**config.mk**
```make
export PLATFORM = sky130hd
export DESIGN_NAME = sha256_stream_hash
export DESIGN_NICKNAME = d
export VERILOG_FILES = /design/src/rtl/sha256_pkg.sv /design/src/rtl/sha256_ctrl.sv /design/src/rtl/sha256_dp.sv /design/src/rtl/sha256_stream_hash.sv
export SDC_FILE = /design/constraint.sdc
export NUM_CORES = 2
export LEC_CHECK = 0
export ABC_AREA = 0
export BUFFER_PORTS_ARGS = -buffer_cell sky130_fd_sc_hd__buf_2
export CORE_UTILIZATION = 45
export DETAILED_ROUTE_END_ITERATION = 10
export GPL_TIMING_DRIVEN = 0
export REMOVE_ABC_BUFFERS = 1
export SLEW_MARGIN = 20
export SYNTH_ARGS = -nofsm -noshare
export SYNTH_HDL_FRONTEND = slang
export SYNTH_HIERARCHICAL = 1
export SYNTH_SLANG_ARGS = --single-unit
```
**constraint.sdc**
```tcl
create_clock -name aclk -period 8.93 [get_ports aclk]
set_input_delay 0.893 -clock aclk [delete_from_list [all_inputs] [get_ports aclk]]
set_output_delay 0.893 -clock aclk [all_outputs]
set_load 0.005 [all_outputs]
```
**src/rtl/sha256_pkg.sv**
```systemverilog
// SHA-256 stream hash: shared types, constants and round functions.
// Used by sha256_ctrl, sha256_dp and sha256_stream_hash; depends on nothing.
package sha256_pkg;

    localparam logic KIND_ABSORB = 1'b0;
    localparam logic KIND_FINISH = 1'b1;

    localparam logic [5:0] POS_LAST   = 6'd63;
    localparam logic [5:0] POS_FIRST  = 6'd0;
    localparam logic [5:0] POS_LEN    = 6'd56;
    localparam logic [2:0] POS_WRAP   = 3'b111;
    localparam logic [5:0] ROUND_LAST = 6'd63;
    localparam logic [2:0] WORD_LAST  = 3'd7;

    localparam logic [7:0] PAD_BYTE = 8'h80;

    localparam logic [31:0] H_INIT [8] = '{
        32'h6a09e667, 32'hbb67ae85, 32'h3c6ef372, 32'ha54ff53a,
        32'h510e527f, 32'h9b05688c, 32'h1f83d9ab, 32'h5be0cd19
    };

    localparam logic [31:0] K_TABLE [64] = '{
        32'h428a2f98, 32'h71374491, 32'hb5c0fbcf, 32'he9b5dba5,
        32'h3956c25b, 32'h59f111f1, 32'h923f82a4, 32'hab1c5ed5,
        32'hd807aa98, 32'h12835b01, 32'h243185be, 32'h550c7dc3,
        32'h72be5d74, 32'h80deb1fe, 32'h9bdc06a7, 32'hc19bf174,
        32'he49b69c1, 32'hefbe4786, 32'h0fc19dc6, 32'h240ca1cc,
        32'h2de92c6f, 32'h4a7484aa, 32'h5cb0a9dc, 32'h76f988da,
        32'h983e5152, 32'ha831c66d, 32'hb00327c8, 32'hbf597fc7,
        32'hc6e00bf3, 32'hd5a79147, 32'h06ca6351, 32'h14292967,
        32'h27b70a85, 32'h2e1b2138, 32'h4d2c6dfc, 32'h53380d13,
        32'h650a7354, 32'h766a0abb, 32'h81c2c92e, 32'h92722c85,
        32'ha2bfe8a1, 32'ha81a664b, 32'hc24b8b70, 32'hc76c51a3,
        32'hd192e819, 32'hd6990624, 32'hf40e3585, 32'h106aa070,
        32'h19a4c116, 32'h1e376c08, 32'h2748774c, 32'h34b0bcb5,
        32'h391c0cb3, 32'h4ed8aa4a, 32'h5b9cca4f, 32'h682e6ff3,
        32'h748f82ee, 32'h78a5636f, 32'h84c87814, 32'h8cc70208,
        32'h90befffa, 32'ha4506ceb, 32'hbef9a3f7, 32'hc67178f2
    };

    typedef enum logic [2:0] {
        ST_IDLE,
        ST_PAD,
        ST_LEN,
        ST_LOAD,
        ST_ROUND,
        ST_ADD,
        ST_OUT
    } sha_state_t;

    typedef enum logic [1:0] {
        BSRC_MSG,
        BSRC_PAD,
        BSRC_ZERO,
        BSRC_LEN
    } byte_src_t;

    typedef struct packed {
        logic       buf_we;
        byte_src_t  byte_src;
        logic [5:0] buf_addr;
        logic       count_inc;
        logic       msg_clear;
        logic       work_load;
        logic       round_en;
        logic [5:0] round_idx;
        logic       chain_add;
        logic [2:0] out_idx;
    } sha_cmd_t;

    function automatic logic [31:0] rotr(input logic [31:0] x, input logic [4:0] n);
        return (x >> n) | (x << (6'd32 - {1'b0, n}));
    endfunction

    function automatic logic [31:0] sig0(input logic [31:0] x);
        return rotr(x, 5'd7) ^ rotr(x, 5'd18) ^ (x >> 3);
    endfunction

    function automatic logic [31:0] sig1(input logic [31:0] x);
        return rotr(x, 5'd17) ^ rotr(x, 5'd19) ^ (x >> 10);
    endfunction

    function automatic logic [31:0] bsig0(input logic [31:0] x);
        return rotr(x, 5'd2) ^ rotr(x, 5'd13) ^ rotr(x, 5'd22);
    endfunction

    function automatic logic [31:0] bsig1(input logic [31:0] x);
        return rotr(x, 5'd6) ^ rotr(x, 5'd11) ^ rotr(x, 5'd25);
    endfunction

endpackage

```
**src/rtl/sha256_ctrl.sv**
```systemverilog
// SHA-256 stream hash controller: sequences absorb, padding, compression
// rounds and digest output. Depends on sha256_pkg.
module sha256_ctrl import sha256_pkg::*; (
    input  logic       aclk,
    input  logic       aresetn,
    input  logic       s_valid,
    output logic       s_ready,
    input  logic       s_kind,
    output logic       m_valid,
    input  logic       m_ready,
    output logic [2:0] m_word_index,
    output logic       m_last_word,
    input  logic [5:0] pos,
    output sha_cmd_t   cmd
);

    sha_state_t state_reg, state_next;
    sha_state_t ret_reg, ret_next;
    logic       wrap_reg, wrap_next;
    logic [5:0] pad_pos_reg, pad_pos_next;
    logic [5:0] round_reg, round_next;
    logic [2:0] out_idx_reg, out_idx_next;

    always_ff @(posedge aclk) begin
        if (!aresetn) begin
            state_reg   <= ST_IDLE;
            ret_reg     <= ST_IDLE;
            wrap_reg    <= 1'b0;
            pad_pos_reg <= '0;
            round_reg   <= '0;
            out_idx_reg <= '0;
        end else begin
            state_reg   <= state_next;
            ret_reg     <= ret_next;
            wrap_reg    <= wrap_next;
            pad_pos_reg <= pad_pos_next;
            round_reg   <= round_next;
            out_idx_reg <= out_idx_next;
        end
    end

    always_comb begin
        state_next   = state_reg;
        ret_next     = ret_reg;
        wrap_next    = wrap_reg;
        pad_pos_next = pad_pos_reg;
        round_next   = round_reg;
        out_idx_next = out_idx_reg;
        s_ready      = 1'b0;
        m_valid      = 1'b0;

        cmd           = '0;
        cmd.byte_src  = BSRC_ZERO;
        cmd.buf_addr  = pad_pos_reg;
        cmd.round_idx = round_reg;
        cmd.out_idx   = out_idx_reg;

        case (state_reg)
            ST_IDLE: begin
                s_ready      = 1'b1;
                cmd.buf_addr = pos;
                if (s_valid) begin
                    cmd.buf_we = 1'b1;
                    if (s_kind == KIND_ABSORB) begin
                        cmd.byte_src  = BSRC_MSG;
                        cmd.count_inc = 1'b1;
                        if (pos == POS_LAST) begin
                            state_next = ST_LOAD;
                            ret_next   = ST_IDLE;
                        end
                    end else begin
                        cmd.byte_src = BSRC_PAD;
                        pad_pos_next = pos + 6'd1;
                        // no room for the length after the pad byte
                        wrap_next    = (pos[5:3] == POS_WRAP);
                        state_next   = ST_PAD;
                    end
                end
            end
            ST_PAD: begin
                if (wrap_reg) begin
                    if (pad_pos_reg == POS_FIRST) begin
                        wrap_next  = 1'b0;
                        state_next = ST_LOAD;
                        ret_next   = ST_PAD;
                    end else begin
                        cmd.buf_we   = 1'b1;
                        pad_pos_next = pad_pos_reg + 6'd1;
                    end
                end else if (pad_pos_reg == POS_LEN) begin
                    state_next = ST_LEN;
                end else begin
                    cmd.buf_we   = 1'b1;
                    pad_pos_next = pad_pos_reg + 6'd1;
                end
            end
            ST_LEN: begin
                cmd.buf_we   = 1'b1;
                cmd.byte_src = BSRC_LEN;
                pad_pos_next = pad_pos_reg + 6'd1;
                if (pad_pos_reg == POS_LAST) begin
                    state_next = ST_LOAD;
                    ret_next   = ST_OUT;
                end
            end
            ST_LOAD: begin
                cmd.work_load = 1'b1;
                round_next    = '0;
                state_next    = ST_ROUND;
            end
            ST_ROUND: begin
                cmd.round_en = 1'b1;
                round_next   = round_reg + 6'd1;
                if (round_reg == ROUND_LAST) begin
                    state_next = ST_ADD;
                end
            end
            ST_ADD: begin
                cmd.chain_add = 1'b1;
                state_next    = ret_reg;
            end
            ST_OUT: begin
                m_valid = 1'b1;
                if (m_ready) begin
                    out_idx_next = out_idx_reg + 3'd1;
                    if (out_idx_reg == WORD_LAST) begin
                        cmd.msg_clear = 1'b1;
                        state_next    = ST_IDLE;
                    end
                end
            end
            default: begin
                state_next = ST_IDLE;
            end
        endcase
    end

    assign m_word_index = out_idx_reg;
    assign m_last_word  = (out_idx_reg == WORD_LAST);

endmodule

```
**src/rtl/sha256_dp.sv**
```systemverilog
// SHA-256 stream hash datapath: block buffer / schedule window, round
// logic, chaining state and byte count. Depends on sha256_pkg.
module sha256_dp import sha256_pkg::*; (
    input  logic        aclk,
    input  logic        aresetn,
    input  sha_cmd_t    cmd,
    input  logic [7:0]  msg_byte,
    output logic [5:0]  pos,
    output logic [31:0] digest_word
);

    // block buffer, big-endian words; also the 16-word schedule window
    logic [3:0][7:0] blk_reg [16];
    logic [31:0]     work_reg [8];
    logic [31:0]     chain_reg [8];
    logic [63:0]     count_reg;

    logic [63:0] bit_len;
    logic [5:0]  len_shift;
    logic [7:0]  wr_byte;
    logic [31:0] w_cur, w_new;
    logic [31:0] t1, t2;

    assign pos     = count_reg[5:0];
    assign bit_len = {count_reg[60:0], 3'b000};
    assign len_shift = {~cmd.buf_addr[2:0], 3'b000};

    always_comb begin
        case (cmd.byte_src)
            BSRC_MSG:  wr_byte = msg_byte;
            BSRC_PAD:  wr_byte = PAD_BYTE;
            BSRC_ZERO: wr_byte = 8'h00;
            BSRC_LEN:  wr_byte = 8'(bit_len >> len_shift);
            default:   wr_byte = 8'h00;
        endcase
    end

    assign w_cur = blk_reg[0];
    assign w_new = sig1(blk_reg[14]) + blk_reg[9] + sig0(blk_reg[1]) + blk_reg[0];

    assign t1 = work_reg[7] + bsig1(work_reg[4])
              + ((work_reg[4] & work_reg[5]) ^ (~work_reg[4] & work_reg[6]))
              + K_TABLE[cmd.round_idx] + w_cur;
    assign t2 = bsig0(work_reg[0])
              + ((work_reg[0] & work_reg[1]) ^ (work_reg[0] & work_reg[2])
                 ^ (work_reg[1] & work_reg[2]));

    always_ff @(posedge aclk) begin
        if (cmd.buf_we) begin
            blk_reg[cmd.buf_addr[5:2]][~cmd.buf_addr[1:0]] <= wr_byte;
        end else if (cmd.round_en) begin
            for (int i = 0; i < 15; i++) begin
                blk_reg[i] <= blk_reg[i + 1];
            end
            blk_reg[15] <= w_new;
        end
    end

    always_ff @(posedge aclk) begin
        if (cmd.work_load) begin
            work_reg <= chain_reg;
        end else if (cmd.round_en) begin
            work_reg[7] <= work_reg[6];
            work_reg[6] <= work_reg[5];
            work_reg[5] <= work_reg[4];
            work_reg[4] <= work_reg[3] + t1;
            work_reg[3] <= work_reg[2];
            work_reg[2] <= work_reg[1];
            work_reg[1] <= work_reg[0];
            work_reg[0] <= t1 + t2;
        end
    end

    always_ff @(posedge aclk) begin
        if (!aresetn) begin
            chain_reg <= H_INIT;
            count_reg <= '0;
        end else begin
            if (cmd.msg_clear) begin
                chain_reg <= H_INIT;
            end else if (cmd.chain_add) begin
                for (int i = 0; i < 8; i++) begin
                    chain_reg[i] <= chain_reg[i] + work_reg[i];
                end
            end
            if (cmd.msg_clear) begin
                count_reg <= '0;
            end else if (cmd.count_inc) begin
                count_reg <= count_reg + 64'd1;
            end
        end
    end

    assign digest_word = chain_reg[cmd.out_idx];

endmodule

```
**src/rtl/sha256_stream_hash.sv**
```systemverilog
// SHA-256 stream hash top level: joins controller and datapath.
// Depends on sha256_pkg, sha256_ctrl and sha256_dp.

// One word is taken at a time. An absorb word is written straight into the block buffer; every 64th
// message byte then holds s_ready low while the block is compressed (a
// load step, 64 rounds on the single round unit, one chaining add). A
// finish word pads byte by byte up to offset 56 (or to the block end plus a
// compression and then to offset 56 when fewer than nine bytes are free),
// writes the 8 length bytes, compresses the block and presents the eight
// digest words h0..h7 on m_*, one per accepted handshake; s_ready returns
// high the cycle after the last word is taken.
module sha256_stream_hash import sha256_pkg::*; (
    input  logic        aclk,
    input  logic        aresetn,
    input  logic        s_valid,
    output logic        s_ready,
    input  logic        s_kind,
    input  logic [7:0]  s_message_byte,
    output logic        m_valid,
    input  logic        m_ready,
    output logic [31:0] m_digest_word,
    output logic [2:0]  m_word_index,
    output logic        m_last_word
);

    sha_cmd_t   cmd;
    logic [5:0] pos;

    sha256_ctrl u_ctrl (
        .aclk         (aclk),
        .aresetn      (aresetn),
        .s_valid      (s_valid),
        .s_ready      (s_ready),
        .s_kind       (s_kind),
        .m_valid      (m_valid),
        .m_ready      (m_ready),
        .m_word_index (m_word_index),
        .m_last_word  (m_last_word),
        .pos          (pos),
        .cmd          (cmd)
    );

    sha256_dp u_dp (
        .aclk        (aclk),
        .aresetn     (aresetn),
        .cmd         (cmd),
        .msg_byte    (s_message_byte),
        .pos         (pos),
        .digest_word (m_digest_word)
    );

    a_no_overlap: assert property (@(posedge aclk) disable iff (!aresetn)
        !(s_ready && m_valid))
        else $error("input and output channels active together");

    a_finish_busy: assert property (@(posedge aclk) disable iff (!aresetn)
        (s_valid && s_ready && s_kind == KIND_FINISH) |=> !s_ready)
        else $error("input taken again right after a finish word");

    a_last_done: assert property (@(posedge aclk) disable iff (!aresetn)
        (m_valid && m_ready && m_last_word) |=> (s_ready && !m_valid))
        else $error("engine not idle after the last digest word");

    a_clear_count: assert property (@(posedge aclk) disable iff (!aresetn)
        (m_valid && m_ready && m_last_word) |=> (pos == POS_FIRST))
        else $error("byte count not cleared after digest");

endmodule
```
== Yosys cells after proc, flatten, opt, wreduce, memory -nomap -nowiden ==
Memories as Yosys holds them, arrays and structs flattened.
Cells that the tools add are included.
Cells by class
  add/sub/neg operators: 23
  $mul: 0
  divide/modulo/power cells: 0
  magnitude comparators: 4
  equality and inequality tests: 30
  shifts and indexed selects: 1
  mux-type cells: 65
  bitwise operators: 32
  reductions and logical operators: 15
Operators by type and width (number)
  adder 32 bit: 18
  two-way mux 256 bit: 2
  XOR 32 bit: 9
  two-way mux 32 bit: 7
  bitwise AND 32 bit: 5
  binary-select mux 32 bit (select 3 bit): 1
  adder 64 x 1 -> 64 bit (second input constant): 1
  >> shifter 64 x 6 -> 8 bit: 1
  two-way mux 3 bit: 17
  NOT 32 bit: 1
  bitwise OR 10 x 32 -> 32 bit: 1
  bitwise OR 13 x 32 -> 32 bit: 1
  bitwise OR 14 x 32 -> 32 bit: 1
  bitwise OR 15 x 32 -> 32 bit: 1
  bitwise OR 19 x 32 -> 32 bit: 1
  bitwise OR 21 x 32 -> 32 bit: 1
  bitwise OR 25 x 32 -> 32 bit: 1
  bitwise OR 26 x 32 -> 32 bit: 1
  bitwise OR 30 x 32 -> 32 bit: 1
  bitwise OR 7 x 32 -> 32 bit: 1
  one-hot mux 8 bit (4 select lines): 1
  OR reduction 32 bit: 1
  XOR 32 x 22 -> 32 bit: 1
  XOR 32 x 29 -> 32 bit: 1
  47 further kinds: 94
Storage, ports and cells
  register bits after elaboration: 598
  bits in latches: 0
  RAM bits: 512
  ROM bits: 2048
  input bits: 13
  output and inout bits: 38
  logic and storage cells: 195
  memories: 2
Memory list
  (name not given): depth 64, bits a word 32, read ports 1, clocked after Yosys merged registers in 0, write ports 0, line sha256_dp.sv:43  | + K_TABLE[cmd.round_idx] + w_cur;
  u_dp.blk_reg: depth 16, bits a word 32, read ports 16, clocked after Yosys merged registers in 0, write ports 16, line sha256_dp.sv:13  | logic [3:0][7:0] blk_reg [16];

== Logic depth before layout (Yosys ltp) ==
  depth after elaboration: 10
  depth in mapped cells: 38
  mapped depth without buffers: 37

== Cells and area by module ==
Netlist, hierarchy kept.
By module, submodules not included
  sha256_dp: instances 1, cells an instance 7075, area an instance 72756.0 um2, seq. area each 29408.2 um2
  sha256_ctrl: instances 1, cells an instance 205, area an instance 1552.7 um2, seq. area each 420.4 um2

== Worst setup path after synthesis ==
No wires, ideal clock.
  path kind: register -> register
  from: register u_ctrl.round_reg[2]
  to: register u_dp/work_reg[255] (netlist name) (data pin)
  library setup time: 0.269 ns
  arrival: 7.323 ns
  required time: 8.661 ns
  path slack: 1.338 ns
  stages on the path, launching flop included: 35
  path buffers: 3
  clock period less this slack: 7.592 ns
  path through: dfxtp_1 clkbuf_1 inv_1 clkbuf_1 clkbuf_1 ha_1 inv_1 a21boi_0 mux4_2 fa_1 inv_1 ha_1 a21o_1 a21oi_1 nor2b_1 o31a_1 a41o_1 a21oi_1 o31a_1 o21bai_1 a21o_1 xnor2_1 fa_1 inv_1 ha_1 a21o_1 a211oi_1 o311ai_0 o211ai_1 nand3_1 a41o_1 o41a_1 a21oi_1 xnor2_1 o21ai_0
Between the ends
  cells in the longest elaborated chain, start to end: 9
RTL lines
  start: declaration: line sha256_ctrl.sv:21  | logic [5:0] round_reg, round_next;
  start signal: assignment: line sha256_ctrl.sv:37  | round_reg <= round_next;
  NOT 6 -> 7 bit (implied by the code): line sha256_dp.sv:43
  memory (64 x 32 bit)
  two-way mux 32 bit (implied by the code) (2 in series): line sha256_dp.sv:43
  adder 32 bit (2 in series): line sha256_dp.sv:43
  adder 32 bit: line sha256_dp.sv:70  | work_reg[0] <= t1 + t2;
  two-way mux 256 bit: line sha256_dp.sv:62  | end else if (cmd.round_en) begin
  two-way mux 256 bit: line sha256_dp.sv:60  | if (cmd.work_load) begin
  end signal: assignment: line sha256_dp.sv:61  | work_reg <= chain_reg;
  end: declaration: line sha256_dp.sv:14  | logic [31:0] work_reg [8];
No other way between the ends. The select of a mux whose other input is x is not followed.
A chain may end at the register's enable or synchronous reset.

== Final worst setup path ==
  from: register u_ctrl.round_reg[1]
  to: register u_dp/work_reg[255] (netlist name) (data pin)
The elaborated chain is that of the path after synthesis.

==> qor.yml <==
final_util_pct: 50.4
die_y_um: 408
numPortBuffers: 50
fin_skew_ps: 56.5
synth_area_leader_cell: "edfxtp_1"
slew_headroom_pct: 19.8
avgSynthCellArea_um2: 10.2
slowest_stage: "fa_1"
endpoint: "u_dp/work_reg[255]"
vias: 56700
criticalPathCategory: "register to register"
r2r_start: "u_ctrl/round_reg[1]"
antenna_found_initial: 3
rrSetupSlack_ps: 260
critical-path-max-stage-delay_ps: 540
drc: 0
fin_crit_ps: 8670
ys_async_sr_fraction_pct: 0
max-clock-path-buffers: 3
period_share_pct: 97.1
overflow: 0
grt_usage_pct: 27.9
multi_input_area_um2: 41600
final_nets: 7764
crit_arrival_ps: 9190
setup_viol: 0
cts_tree: "yes"
rr_worst_depth: 33
fmax_mhz: 115
synth_ff_type: "edfxtp_1"
yosysMostFrequentCell: "edfxtp_1"
drt_iter0_markers: 5753
synthDistinctLibCells: 99
finalWirelength_um: 237000
ant_nets: 0
syn2layout_area_growth_pct: 10.9
tightest_slew_ps: 1190
rr_endpoint: "u_dp/work_reg[255]"
synthTopCellsByCount: "768 x edfxtp_1, 527 x o21ai_0, 484 x o21a_1"
fp.dieArea_um2: 167000
clk_pin_slew_ps: 60
h-tree-depth: 4
die_x_um: 408
ios: 51
cts_root_buf: "clkbuf_16"
max-cap-violations: 0
core_area_um2: 163000
clock_latency_ps: 810
layout-drive-gt1-share_pct: 10.7
fillers: 14800
grt_max_degree: 108
yosys_warnings: 6
synthesis.instances: 7280
dr.pass1.iters: 8
yosysSeqAreaShare_pct: 40.1
outcome: "completed"
startpoint_type: "register"
synth_area_um2: 74300
synth-seq-cells: 1106
hpwl_um: 178000
avgRoutedWirePerCell_um: 25.1
regArea_um2: 29900
path_max_fanout: 13
finalMaxSlewViolations: 0
grt_pass1_vias: 53700
synthTopCellsByArea: "edfxtp_1 31%, dfxtp_1 9.1%, ha_1 6.7%"
initial_core_util_pct: 45.5
grt_pass1_wl_um: 352000
cts-buffers-inserted: 134
end_kind: "register"
clkSinkCount: 1106
fp-row-count: 148
routabilityCongestion: 0.951
holdCritPathClass: "register to register"
rsz0062_at_grt: "false"
largest_reg_flops: 512
synth-edff-count: 768
holdBufCountCts: 0
startpoint: "u_ctrl/round_reg[1]"
required_ps: 9450
netlist.area_leader.share_pct: 31.0
vias_per_cell: 6.00
hold_viol: 0
## cell type report
| class | instances | area share, % |
|---|---|---|
| inverters | 435 | 2.02 |
| well taps | 2175 | 3.30 |
| multi-input cells | 5345 | 50.5 |
| clock buffers | 187 | 4.51 |
| diodes | 2 | 0.00607 |
| clock inverters | 58 | 0.963 |
| flip-flops and latches | 1106 | 36.2 |
| repair buffers | 139 | 2.44 |
## critical path: cells and delay by family, from the launching register on
family	cells	cell delay, ps
DFF	1	480
adders and majority gates	5	1970
AOI/OAI and AO/OA	17	4110
and+or+nand+nor	4	950
xor gates and xnor gates	2	300
buffers and inverters	5	580
## stage by stage
stage               instance area [um^2]  hold WS, ps  std cells   TNS, ps  setup WS [ps]
finish                             82400          466       9447         0            260
global route                       82400          487       9445         0           17.5
CTS                                82200          467       9432         0           6.47
detailed placement                 77500          457       9179    -31490          -2130
global placement                   75700          451       9111         -         -33800
floorplan                          72800          432       6886  -6968210          -9290
## worst min path at each step
| stage | startpoint | endpoint | slack, ps | depth (start not counted) |
|---|---|---|---|---|
| final | u_ctrl/ret_reg[1] | u_ctrl/ret_reg[1] | 470 | 2 |
| after global routing | u_ctrl/ret_reg[1] | u_ctrl/ret_reg[1] | 490 | 2 |
| after floorplan | u_ctrl/ret_reg[0] | u_ctrl/ret_reg[0] | 430 | 2 |
| after detailed placement | u_ctrl/ret_reg[1] | u_ctrl/ret_reg[1] | 460 | 2 |
| after global placement | u_ctrl/ret_reg[0] | u_ctrl/ret_reg[0] | 450 | 2 |
| after CTS | u_ctrl/ret_reg[1] | u_ctrl/ret_reg[1] | 470 | 2 |
## cell usage in the layout, fill, tap and decap left out, types with 27 or more instances in the layout
| cell type | netlist | layout |
|---|---|---|
| and3_1 | 51 | 51 |
| clkbuf_16 | 0 | 137 |
| nor3_1 | 77 | 75 |
| o211ai_1 | 47 | 47 |
| mux2_2 | 259 | 259 |
| a211o_1 | 27 | 27 |
| buf_16 | 0 | 39 |
| xor2_1 | 225 | 223 |
| mux4_2 | 88 | 88 |
| dfxtp_1 | 338 | 329 |
| mux2i_1 | 106 | 106 |
| nor2b_1 | 62 | 59 |
| o31ai_1 | 31 | 31 |
| o21a_1 | 484 | 484 |
| edfxtp_1 | 768 | 768 |
| clkbuf_1 | 343 | 40 |
| a21oi_1 | 471 | 466 |
| nor2_1 | 470 | 464 |
| a31oi_1 | 46 | 46 |
| xnor2_1 | 372 | 370 |
| a211oi_1 | 60 | 60 |
| o21ai_0 | 527 | 463 |
| buf_2 | 4 | 50 |
| or3_1 | 48 | 48 |
| nand2b_1 | 65 | 63 |
| o21bai_1 | 47 | 47 |
| nand4_1 | 43 | 43 |
| o21ai_1 | 6 | 66 |
| inv_1 | 431 | 424 |
| fa_1 | 195 | 195 |
| ha_1 | 395 | 391 |
| a21o_1 | 245 | 245 |
| nand2_1 | 475 | 468 |
| nand3_1 | 106 | 106 |
## cell families (layout without fill, tap and decap cells)
kind of cell / count (synthesis) / in the layout / share of synthesized area, %
AO/OA/AOI/OAI: 2206 / 2206 / 19.3
multiplexers: 455 / 455 / 8.06
flip-flops: 1106 / 1106 / 40.1
buffers and inverters: 829 / 819 / 4.26
other: 0 / 2 / 0
adder cells (fa/ha/maj): 593 / 593 / 11.9
AND/OR/NAND/NOR: 1492 / 1492 / 9.22
XOR/XNOR: 599 / 599 / 7.10
## timing repair
action | CTS | global route
setup buffers | 8 | 12
pin swaps | 0 | 3
gates resized for setup | 19 | 24
endpoints found under the setup margin | 37 | 12
## per-layer routing
| layer | track usage (%) | vias up | wire length (um) |
|---|---|---|---|
| met2 | 43.4 | 1991 | 107000 |
| met4 | 9.32 | 2 | 7730 |
| met1 | 39.5 | 28200 | 106000 |
| met3 | 4.16 | 353 | 16600 |
| met5 | 0 | - | 13 |
| li1 | - | 26200 | - |
Power is left out: the tool's default activity adds up to more than one toggle a clock period on the data nets, which glitch-free logic cannot reach.
